[src/rtl/core/rau_pkg.sv]
package rau_pkg;
	localparam int WORD_BITS = 32;
	localparam int MAG_BITS = 64;

	typedef enum logic [2:0] {
		OP_ADD = 3'd0,
		OP_SUB = 3'd1,
		OP_MUL = 3'd2,
		OP_DIV = 3'd3,
		OP_CMP = 3'd4
	} op_t;

	typedef enum logic [1:0] {
		ST_OK = 2'd0,
		ST_ZERO_DEN = 2'd1,
		ST_DIV_ZERO = 2'd2,
		ST_OVERFLOW = 2'd3
	} status_t;

	typedef struct packed {
		logic [MAG_BITS-1:0] quot;
		logic [MAG_BITS-1:0] rem;
	} div_res_t;
endpackage

[src/rtl/core/rau_divider.sv]
module rau_divider
	import rau_pkg::*;
(
	input  logic                clk,
	input  logic                arst_n,
	input  logic                start,
	input  logic [MAG_BITS-1:0] dividend,
	input  logic [MAG_BITS-1:0] divisor,
	output logic                done,
	output div_res_t            res
);
	logic [MAG_BITS-1:0] quot_q, rem_q, dvs_q;
	logic [6:0] cnt_q;
	logic busy_q;
	logic [MAG_BITS:0] trial;
	logic [MAG_BITS:0] shifted;

	always_comb begin
		shifted = {rem_q, quot_q[MAG_BITS-1]};
		trial = shifted - {1'b0, dvs_q};
	end

	always_ff @(posedge clk or negedge arst_n) begin
		if (!arst_n) begin
			busy_q <= 1'b0;
			done <= 1'b0;
			cnt_q <= '0;
		end else begin
			done <= 1'b0;
			if (start) begin
				busy_q <= 1'b1;
				cnt_q <= 7'(MAG_BITS);
				quot_q <= dividend;
				rem_q <= '0;
				dvs_q <= divisor;
			end else if (busy_q) begin
				if (!trial[MAG_BITS]) begin
					rem_q <= trial[MAG_BITS-1:0];
					quot_q <= {quot_q[MAG_BITS-2:0], 1'b1};
				end else begin
					rem_q <= shifted[MAG_BITS-1:0];
					quot_q <= {quot_q[MAG_BITS-2:0], 1'b0};
				end
				cnt_q <= cnt_q - 7'd1;
				if (cnt_q == 7'd1) begin
					busy_q <= 1'b0;
					done <= 1'b1;
				end
			end
		end
	end

	assign res.quot = quot_q;
	assign res.rem = rem_q;
endmodule

[src/rtl/core/rational_arithmetic_unit.sv]
// Rational arithmetic unit.
// Input stream s_axis: one word per operation, two fractions and an op code.
// Output stream m_axis: one word per input word, reduced fraction, compare
// flags and status.
// An item is taken only when the block is idle; s_axis_tready stays low
// until the result word has been taken from the output register.
// Cross products use one 32x32 multiplier, one product a cycle; reduction
// is a Euclidean gcd where each remainder step runs on a shared radix-2
// divider, followed by two divides by the gcd. The worst case is about 90
// gcd steps. Compare skips the gcd and the divides; errors and unused op
// codes go from decode straight to the output register.
// Reset clears the sequencer and the output valid.
// When the receiver stalls, the result holds in m_axis_tdata/tuser and
// no new input word is taken.
module rational_arithmetic_unit
	import rau_pkg::*;
(
	input  logic         clk,
	input  logic         arst_n,
	input  logic         s_axis_tvalid,
	output logic         s_axis_tready,
	input  logic [135:0] s_axis_tdata, // operation, a_num, a_den, b_num, b_den, zero fill
	output logic         m_axis_tvalid,
	input  logic         m_axis_tready,
	output logic [63:0]  m_axis_tdata, // result_num, result_den, zero fill
	output logic [4:0]   m_axis_tuser  // less, equal, greater, status
);
	typedef enum logic [3:0] {
		S_IDLE, S_DEC, S_MUL1, S_MUL2, S_MUL3, S_FORM, S_GCD, S_GCDW,
		S_DIVN, S_DIVNW, S_DIVD, S_DIVDW, S_FIN, S_OUT
	} state_t;

	state_t state_q;
	logic [2:0] op_q;
	logic [WORD_BITS-1:0] an_q, ad_q, bn_q, bd_q;
	logic an_neg_q, ad_neg_q, bn_neg_q, bd_neg_q;
	logic [MAG_BITS-1:0] p1_q, p2_q, p3_q;
	logic [MAG_BITS-1:0] nmag_q, d_q, gx_q, gy_q;
	logic nneg_q;
	logic [31:0] rnum_q;
	logic [30:0] rden_q;
	logic lt_q, eq_q, gt_q;
	status_t st_q;
	logic out_v_q;

	logic [WORD_BITS-1:0] mul_a, mul_b;
	logic [MAG_BITS-1:0] mul_p;
	logic dv_start, dv_done;
	logic [MAG_BITS-1:0] dv_a, dv_b;
	div_res_t dv_res;

	logic sa, sb, qneg;
	logic [MAG_BITS-1:0] lim;

	function automatic logic [WORD_BITS-1:0] mag_of(input logic [31:0] v);
		logic [WORD_BITS-1:0] w;
		w = v[WORD_BITS-1:0];
		return w[WORD_BITS-1] ? (~w + 1'b1) : w;
	endfunction

	assign mul_p = MAG_BITS'(mul_a) * MAG_BITS'(mul_b);
	assign sa = an_neg_q ^ ad_neg_q;
	assign sb = bn_neg_q ^ bd_neg_q;
	assign qneg = (op_q == OP_SUB) ? !sb : sb;
	assign lim = (MAG_BITS'(1) << (WORD_BITS - 1)) - MAG_BITS'(1);

	always_comb begin
		mul_a = an_q;
		mul_b = bd_q;
		case (state_q)
			S_MUL1: begin
				mul_a = an_q;
				mul_b = (op_q == OP_MUL) ? bn_q : bd_q;
			end
			S_MUL2: begin
				mul_a = bn_q;
				mul_b = ad_q;
			end
			S_MUL3: begin
				mul_a = ad_q;
				mul_b = (op_q == OP_DIV) ? bn_q : bd_q;
			end
			default: ;
		endcase
	end

	always_comb begin
		dv_start = 1'b0;
		dv_a = gx_q;
		dv_b = gy_q;
		case (state_q)
			S_GCD: dv_start = (gy_q != '0);
			S_DIVN: begin
				dv_start = 1'b1;
				dv_a = nmag_q;
				dv_b = gx_q;
			end
			S_DIVD: begin
				dv_start = 1'b1;
				dv_a = d_q;
				dv_b = gx_q;
			end
			default: ;
		endcase
	end

	rau_divider u_div (
		.clk      (clk),
		.arst_n   (arst_n),
		.start    (dv_start),
		.dividend (dv_a),
		.divisor  (dv_b),
		.done     (dv_done),
		.res      (dv_res)
	);

	always_ff @(posedge clk or negedge arst_n) begin
		if (!arst_n) begin
			state_q <= S_IDLE;
			out_v_q <= 1'b0;
		end else begin
			case (state_q)
				S_IDLE: begin
					if (s_axis_tvalid) begin
						op_q <= s_axis_tdata[2:0];
						an_q <= s_axis_tdata[3 +: WORD_BITS];
						ad_q <= s_axis_tdata[35 +: WORD_BITS];
						bn_q <= s_axis_tdata[67 +: WORD_BITS];
						bd_q <= s_axis_tdata[99 +: WORD_BITS];
						state_q <= S_DEC;
					end
				end
				S_DEC: begin
					an_neg_q <= an_q[WORD_BITS-1];
					ad_neg_q <= ad_q[WORD_BITS-1];
					bn_neg_q <= bn_q[WORD_BITS-1];
					bd_neg_q <= bd_q[WORD_BITS-1];
					an_q <= mag_of(32'(an_q));
					ad_q <= mag_of(32'(ad_q));
					bn_q <= mag_of(32'(bn_q));
					bd_q <= mag_of(32'(bd_q));
					rnum_q <= '0;
					rden_q <= 31'd1;
					lt_q <= 1'b0;
					eq_q <= 1'b0;
					gt_q <= 1'b0;
					st_q <= ST_OK;
					if (op_q > 3'(OP_CMP)) begin
						state_q <= S_OUT;
					end else if (ad_q == '0 || bd_q == '0) begin
						st_q <= ST_ZERO_DEN;
						state_q <= S_OUT;
					end else if (op_q == 3'(OP_DIV) && bn_q == '0) begin
						st_q <= ST_DIV_ZERO;
						state_q <= S_OUT;
					end else begin
						state_q <= S_MUL1;
					end
				end
				S_MUL1: begin
					p1_q <= mul_p;
					state_q <= S_MUL2;
				end
				S_MUL2: begin
					p2_q <= mul_p;
					state_q <= S_MUL3;
				end
				S_MUL3: begin
					p3_q <= mul_p;
					state_q <= (op_q == 3'(OP_CMP)) ? S_FIN : S_FORM;
				end
				S_FORM: begin
					d_q <= p3_q;
					gy_q <= p3_q;
					if (op_q == 3'(OP_MUL) || op_q == 3'(OP_DIV)) begin
						nneg_q <= sa ^ sb;
						nmag_q <= p1_q;
						gx_q <= p1_q;
					end else if (sa == qneg) begin
						nneg_q <= sa;
						nmag_q <= p1_q + p2_q;
						gx_q <= p1_q + p2_q;
					end else if (p1_q >= p2_q) begin
						nneg_q <= sa;
						nmag_q <= p1_q - p2_q;
						gx_q <= p1_q - p2_q;
					end else begin
						nneg_q <= qneg;
						nmag_q <= p2_q - p1_q;
						gx_q <= p2_q - p1_q;
					end
					state_q <= S_GCD;
				end
				S_GCD: begin
					state_q <= (gy_q == '0) ? S_DIVN : S_GCDW;
				end
				S_GCDW: begin
					if (dv_done) begin
						gx_q <= gy_q;
						gy_q <= dv_res.rem;
						state_q <= S_GCD;
					end
				end
				S_DIVN: state_q <= S_DIVNW;
				S_DIVNW: begin
					if (dv_done) begin
						nmag_q <= dv_res.quot;
						state_q <= S_DIVD;
					end
				end
				S_DIVD: state_q <= S_DIVDW;
				S_DIVDW: begin
					if (dv_done) begin
						d_q <= dv_res.quot;
						state_q <= S_FIN;
					end
				end
				S_FIN: begin
					if (op_q == 3'(OP_CMP)) begin
						if (p1_q == '0 && p2_q == '0) begin
							eq_q <= 1'b1;
						end else if (p1_q == '0) begin
							lt_q <= !sb;
							gt_q <= sb;
						end else if (p2_q == '0) begin
							lt_q <= sa;
							gt_q <= !sa;
						end else if (sa != sb) begin
							lt_q <= sa;
							gt_q <= sb;
						end else if (p1_q == p2_q) begin
							eq_q <= 1'b1;
						end else begin
							lt_q <= sa ? (p1_q > p2_q) : (p1_q < p2_q);
							gt_q <= sa ? (p1_q < p2_q) : (p1_q > p2_q);
						end
					end else if (d_q > lim ||
							nmag_q > lim + MAG_BITS'(nneg_q && nmag_q != '0)) begin
						st_q <= ST_OVERFLOW;
					end else begin
						rnum_q <= 32'(signed'((nneg_q && nmag_q != '0) ?
							(~nmag_q[WORD_BITS-1:0] + 1'b1) : nmag_q[WORD_BITS-1:0]));
						rden_q <= 31'(d_q);
					end
					state_q <= S_OUT;
				end
				S_OUT: begin
					if (!out_v_q) begin
						out_v_q <= 1'b1;
					end else if (m_axis_tready) begin
						out_v_q <= 1'b0;
						state_q <= S_IDLE;
					end
				end
				default: state_q <= S_IDLE;
			endcase
		end
	end

	assign s_axis_tready = (state_q == S_IDLE);
	assign m_axis_tvalid = out_v_q;
	assign m_axis_tdata = {1'b0, rden_q, rnum_q};
	assign m_axis_tuser = {st_q, gt_q, eq_q, lt_q};
endmodule

[config.mk]
export PLATFORM = sky130hd
export DESIGN_NAME = rational_arithmetic_unit
export DESIGN_NICKNAME = d
export VERILOG_FILES = /design/src/rtl/core/rau_pkg.sv /design/src/rtl/core/rau_divider.sv /design/src/rtl/core/rational_arithmetic_unit.sv
export SDC_FILE = /design/constraint.sdc
export NUM_CORES = 2
export LEC_CHECK = 0
export ABC_AREA = 0
export ABC_CLOCK_PERIOD_IN_PS = 12800
export BUFFER_PORTS_ARGS = -buffer_cell sky130_fd_sc_hd__buf_4
export CORE_MARGIN = 1.5
export CORE_UTILIZATION = 65
export DETAILED_ROUTE_END_ITERATION = 12
export PLACE_DENSITY = 0.87
export SYNTH_ARGS = -nofsm -noshare
export SYNTH_HDL_FRONTEND = slang
export SYNTH_SLANG_ARGS = --single-unit
export TNS_END_PERCENT = 20
[constraint.sdc]
create_clock -name clk -period 12.8 [get_ports clk]
set_input_delay 1.92 -clock clk [delete_from_list [all_inputs] [get_ports clk]]
set_output_delay 1.92 -clock clk [all_outputs]
set_load 0.01 [all_outputs]
Word-level counts from Yosys, hierarchy flattened
Index checks and enable logic that the tools add are counted.
{"block": "totals", "regBits": 858, "latch_bits": 0, "ramBits": 0, "rom_bits": 0, "out_inout_bits": 71, "word_cells": 243, "memories": 0}
{"block": "op_classes", "n_addsub": 11, "multipliers": 1, "div": 0, "order_cmp": 6, "eq_ne": 41, "n_shift": 0, "n_mux": 96, "bitwise": 8, "reduce_logical": 45}
{"op": "64-bit 2-to-1 mux", "count": 11}
{"op": "64-bit case mux with 2 select lines", "count": 5}
{"op": "32-bit 2-to-1 mux", "count": 13}
{"op": "32-bit case mux with 2 select lines", "count": 6}
{"op": "64-bit zero test", "count": 3}
{"op": "32-bit by 1-bit adder with 32-bit output, second input constant", "count": 5}
{"op": "32-bit NOT", "count": 5}
{"op": "64-bit nonzero test", "count": 2}
{"op": "64-bit subtractor", "count": 2}
{"op": "32-bit zero test", "count": 3}
{"op": "32-bit case mux with 3 select lines", "count": 1}
{"op": "65-bit by 64-bit subtractor with 65-bit output", "count": 1}
{"op": "64-bit adder", "count": 1}
{"op": "64-bit equality test", "count": 1}
{"op": "64-bit >= comparator", "count": 1}
{"op": "64-bit by 31-bit > comparator with 1-bit output, second input constant", "count": 1}
{"op": "64-bit by 32-bit > comparator with 1-bit output", "count": 1}
{"op": "64-bit > comparator", "count": 1}
{"op": "64-bit < comparator", "count": 1}
{"op": "32-bit by 32-bit multiplier with 64-bit output", "count": 1}
{"op": "31-bit 2-to-1 mux", "count": 2}
{"op": "31-bit case mux with 2 select lines", "count": 1}
{"op": "4-bit case mux with 14 select lines", "count": 1}
{"op": "4-bit 2-to-1 mux", "count": 11}
{"op": "35 further kinds", "count": 128}

Longest topological paths before layout
{"block": "depth", "word_depth": 9, "mapped_depth": 39, "depth_no_buf": 34}

By module
From an unflattened synthesis, not the netlist that was laid out.
{"block": "hier_totals", "hier_cells": 9610, "hier_area_um2": 88409.8}
{"mod": "rational_arithmetic_unit", "instances": 1, "cells_per_inst": 8400, "area_each_um2": 75673.8}
{"mod": "rau_divider", "instances": 1, "cells_per_inst": 1210, "area_each_um2": 12736.0}

Least setup slack after synthesis
No wires, ideal clock.
{"block": "synth_path", "kind": "in2reg", "from": "input arst_n", "to": "register gx_q[0], enable pin", "t_arrival_ns": 10.718, "required_time_ns": 12.028, "slack_ns": 1.310, "path_stages": 2, "n_path_buf": 0, "cell_sequence": "nand2_1 > nor3_1"}
{"block": "synth_via", "elab_chain_len": 1}
{"element": "start, declared", "line": "rational_arithmetic_unit.sv:19", "rtl": "input logic arst_n,"}
{"element": "3-bit AND reduction (no source line)"}
{"element": "end signal, assigned", "line": "rational_arithmetic_unit.sv:178", "rtl": "gx_q <= p1_q;"}
{"element": "end signal, assigned", "line": "rational_arithmetic_unit.sv:182", "rtl": "gx_q <= p1_q + p2_q;"}
{"element": "end signal, assigned", "line": "rational_arithmetic_unit.sv:186", "rtl": "gx_q <= p1_q - p2_q;"}
{"element": "end, declared", "line": "rational_arithmetic_unit.sv:38", "rtl": "logic [MAG_BITS-1:0] nmag_q, d_q, gx_q, gy_q;"}
Every way passes these cells.
A chain may end at the register's enable or synchronous reset.

Worst setup path after layout
{"block": "layout_path", "from": "register state_q[0]", "to": "register p2_q[56], data pin"}
{"block": "layout_via", "elab_chain_len": 3, "elab_cells_between_ends": 6, "classes_between": "mul: 1; eq/ne: 3; mux: 2"}
{"element": "start, declared", "line": "rational_arithmetic_unit.sv:33", "rtl": "state_t state_q;"}
{"element": "start signal, assigned", "line": "rational_arithmetic_unit.sv:170", "rtl": "state_q <= (op_q == 3'(OP_CMP)) ? S_FIN : S_FORM;"}
{"element": "start signal, assigned", "line": "rational_arithmetic_unit.sv:195", "rtl": "state_q <= (gy_q == '0) ? S_DIVN : S_GCDW;"}
{"element": "4-bit by 3-bit equality test with 1-bit output / 4-bit by 2-bit equality test with 1-bit output (equally long branches)", "line": "rational_arithmetic_unit.sv:70", "rtl": "case (state_q)"}
{"element": "32-bit case mux with 3 select lines / 32-bit case mux with 2 select lines (equally long branches)", "line": "rational_arithmetic_unit.sv:70"}
{"element": "32-bit by 32-bit multiplier with 64-bit output *", "line": "rational_arithmetic_unit.sv:61", "rtl": "assign mul_p = MAG_BITS'(mul_a) * MAG_BITS'(mul_b);"}
{"element": "via mul_p[56]", "line": "rational_arithmetic_unit.sv:47", "rtl": "logic [MAG_BITS-1:0] mul_p;"}
{"element": "end signal, assigned", "line": "rational_arithmetic_unit.sv:165", "rtl": "p2_q <= mul_p;"}
{"element": "end, declared", "line": "rational_arithmetic_unit.sv:37", "rtl": "logic [MAG_BITS-1:0] p1_q, p2_q, p3_q;"}
The timed path passes the listed nets; every way through them passes the cells marked *.

==> flow_summary.json <==
{
  "drive_above_1_share": 0.0747,
  "fp-row-count": 135,
  "slowest_delay_ns": 0.96,
  "firstDrtPassIters": 10,
  "die_h_um": 373,
  "setup_viol_count_final": 0,
  "synth.avg_cell_area_um2": 9.13,
  "cts_max_level": 3,
  "drt-initial-drc-count": 11700,
  "dr_total_vias": 79700,
  "hold_viol_final": 0,
  "cp_slowest_cell": "xnor2_2",
  "syn_nets": 11300,
  "status": "completed",
  "hold_path_class": "reg2reg",
  "multi_input_area_mm2": 0.0570,
  "fmaxAchievable_mhz": 83.4,
  "clk_pin_slew_ns": 0.07,
  "critPathCaptureType": "flip-flop",
  "synth-async-reset-ratio": 0.0163,
  "initial_core_util": 0.656,
  "post_cts_buffers": 0,
  "tritoncts": "done",
  "period_needed_ns": 11.99,
  "slew_viol_final": 0,
  "port_buffers": 204,
  "cts.path.max_buffers": 3,
  "rsz0062_at_grt": "false",
  "synth_edf_count": 844,
  "wl_mm": 349,
  "synth_commonest_cells": "1338 x nand2_1, 1162 x inv_1, 1066 x nor2_1",
  "synth.cell_area_mm2": 0.0890,
  "vias_per_cell": 6.92,
  "antenna_found_initial": 17,
  "cts_buffers": 95,
  "ios": 211,
  "ys_seq_area_frac": 0.289,
  "grt_pass1_wl_mm": 508,
  "skew_ns": 0.0968,
  "clock_latency_ns": 0.73,
  "ys_warn_count": 0,
  "post-dp-hpwl_mm": 270,
  "synth_cells": 9746,
  "avgRoutedWirePerCell_um": 30.3,
  "die_w_um": 373,
  "worst_ep_arrival_time_ns": 12.33,
  "yosysTopAreaCell": "edfxtp_1",
  "worstMarginPinSlew_ns": 1.40,
  "start_kind": "flip-flop",
  "cp_max_fo": 18,
  "grt_max_degree": 91,
  "first_global_vias": 79600,
  "crit_required_ns": 13.14,
  "fillers": 9931,
  "relSlewSlack": 0.0667,
  "yosys.cell_count.top_type": "nand2_1",
  "root_buffer": "clkbuf_16",
  "gp_congestion": 1.11,
  "drv_cap": 0,
  "coreArea_mm2": 0.136,
  "die-area_mm2": 0.139,
  "cpMostUsedCell": "fa_1",
  "ff_latch_area_mm2": 0.0257,
  "synthTopCellsByArea": "edfxtp_1 28%, fa_1 20%, ha_1 7.8%, nand2_1 5.6%, inv_1 4.9%",
  "synth_flop_cell": "edfxtp_1",
  "min_period_over_period": 0.937,
  "cts_resized": 0,
  "ys_types": 113,
  "ant_nets": 0,
  "synth_seq_cells": 858,
  "numClockSinks": 858,
  "critPathKind": "reg2reg",
  "holdBufCountCts": 0,
  "finalNetCount": 11200,
  "grt_usage": 0.495,
  "synthToLayoutAreaGrowth_pct": 7.17,
  "drc_errors": 0,
  "gr-total-overflow": 0,
  "tns_ns": 0,
  "synth.top_cell.area_share": 0.285
}
sequential cells by signal (all words and copies together) (netlist names), 32 cells and up:
signal and count:
d_q 64, gx_q 64, ad_q 32, u_div.quot_q 64, p3_q 64, an_q 32
u_div.rem_q 64, bn_q 32, rnum_q 32, nmag_q 64, u_div.dvs_q 64, p1_q 64
p2_q 64, gy_q 64, bd_q 32
cell type report:
type                    count  share of cell area
diodes                      9            0.000236
clock buffers             108              0.0254
clock inverters            65             0.00825
inverters                1168              0.0460
multi-input cells        7156               0.598
flip-flops and latches    858               0.269
well taps                1781              0.0234
repair buffers            371              0.0293
per-stage QoR:
| step | setup WS, ns | instance area, um2 | util | hold slack, ns | std cells |
|---|---|---|---|---|---|
| after floorplan | 1.31 | 89000 | - | 0.480 | 9746 |
| after global placement | 1.51 | 92100 | 0.679 | 0.500 | 11300 |
| after detailed placement | 1.41 | 92100 | 0.679 | 0.507 | 11300 |
| after CTS | 1.35 | 95300 | 0.703 | 0.485 | 11500 |
| after global routing | 0.528 | 95300 | 0.703 | 0.521 | 11500 |
| final | 0.806 | 95400 | 0.703 | 0.502 | 11500 |
logic make-up after synthesis:
logic type / count (synthesis) / synth area share
flip-flops: 858 / 0.289
adder cells (fa/ha/maj): 1456 / 0.281
multiplexers: 157 / 0.0187
AND/OR/NAND/NOR: 3349 / 0.167
XOR/XNOR: 280 / 0.0276
other: 1 / 0.0000421
AO/OA/AOI/OAI: 1913 / 0.142
buffers and inverters: 1732 / 0.0745
final timing paths:
path | slack [ns] | start | endpoint | cells after the start
max in group asynchronous | 11.27 | arst_n | u_div.busy_q | 1
setup reg to reg | 0.81 | state_q[0] | p2_q[56] | 35
hold reg to reg | 0.50 | gx_q[46] | u_div.dvs_q[46] | 2
setup / recovery | 0.81 | state_q[0] | p2_q[56] | 35
min in group asynchronous | 1.16 | arst_n | u_div.cnt_q[5] | 1
hold / removal | 0.50 | gx_q[46] | u_div.dvs_q[46] | 2
critical path: cells and delay by family, from the launching register on:
kind	cells	cell delay [ns]
AO/OA/AOI/OAI	8	1.72
XOR/XNOR	1	0.96
adder cells (fa/ha/maj)	9	4.18
buffers and inverters	8	1.21
flip-flops	1	0.90
AND/OR/NAND/NOR	9	2.61
per-layer routing:
layer | track usage | share of wire | up-vias
met5 | 0 | 0.00032 | -
met4 | 0.424 | 0.11 | 12
met3 | 0.133 | 0.13 | 1752
met2 | 0.745 | 0.43 | 6648
met1 | 0.592 | 0.33 | 38400
li1 | - | - | 33000
cell usage in the layout (no fill, tap or decap), types with 70 or more instances in the layout:
cell type,instances
a22o_1,87
nor2_1,1055
mux2_2,74
edfxtp_1,844
nand4_1,115
xnor2_1,189
o21ai_0,403
a21o_1,147
nand2_1,1334
a31oi_1,90
nand3_1,95
ha_1,556
o21bai_1,70
inv_1,1162
a21oi_1,520
nor3_1,139
fa_1,900
and2_1,110
nor4_1,137
xor2_1,77
buf_4,370
clkbuf_16,95
mux2i_1,81
Power is left out: the tool's default activity adds up to more than one toggle a clock period on the data nets, which glitch-free logic cannot reach.
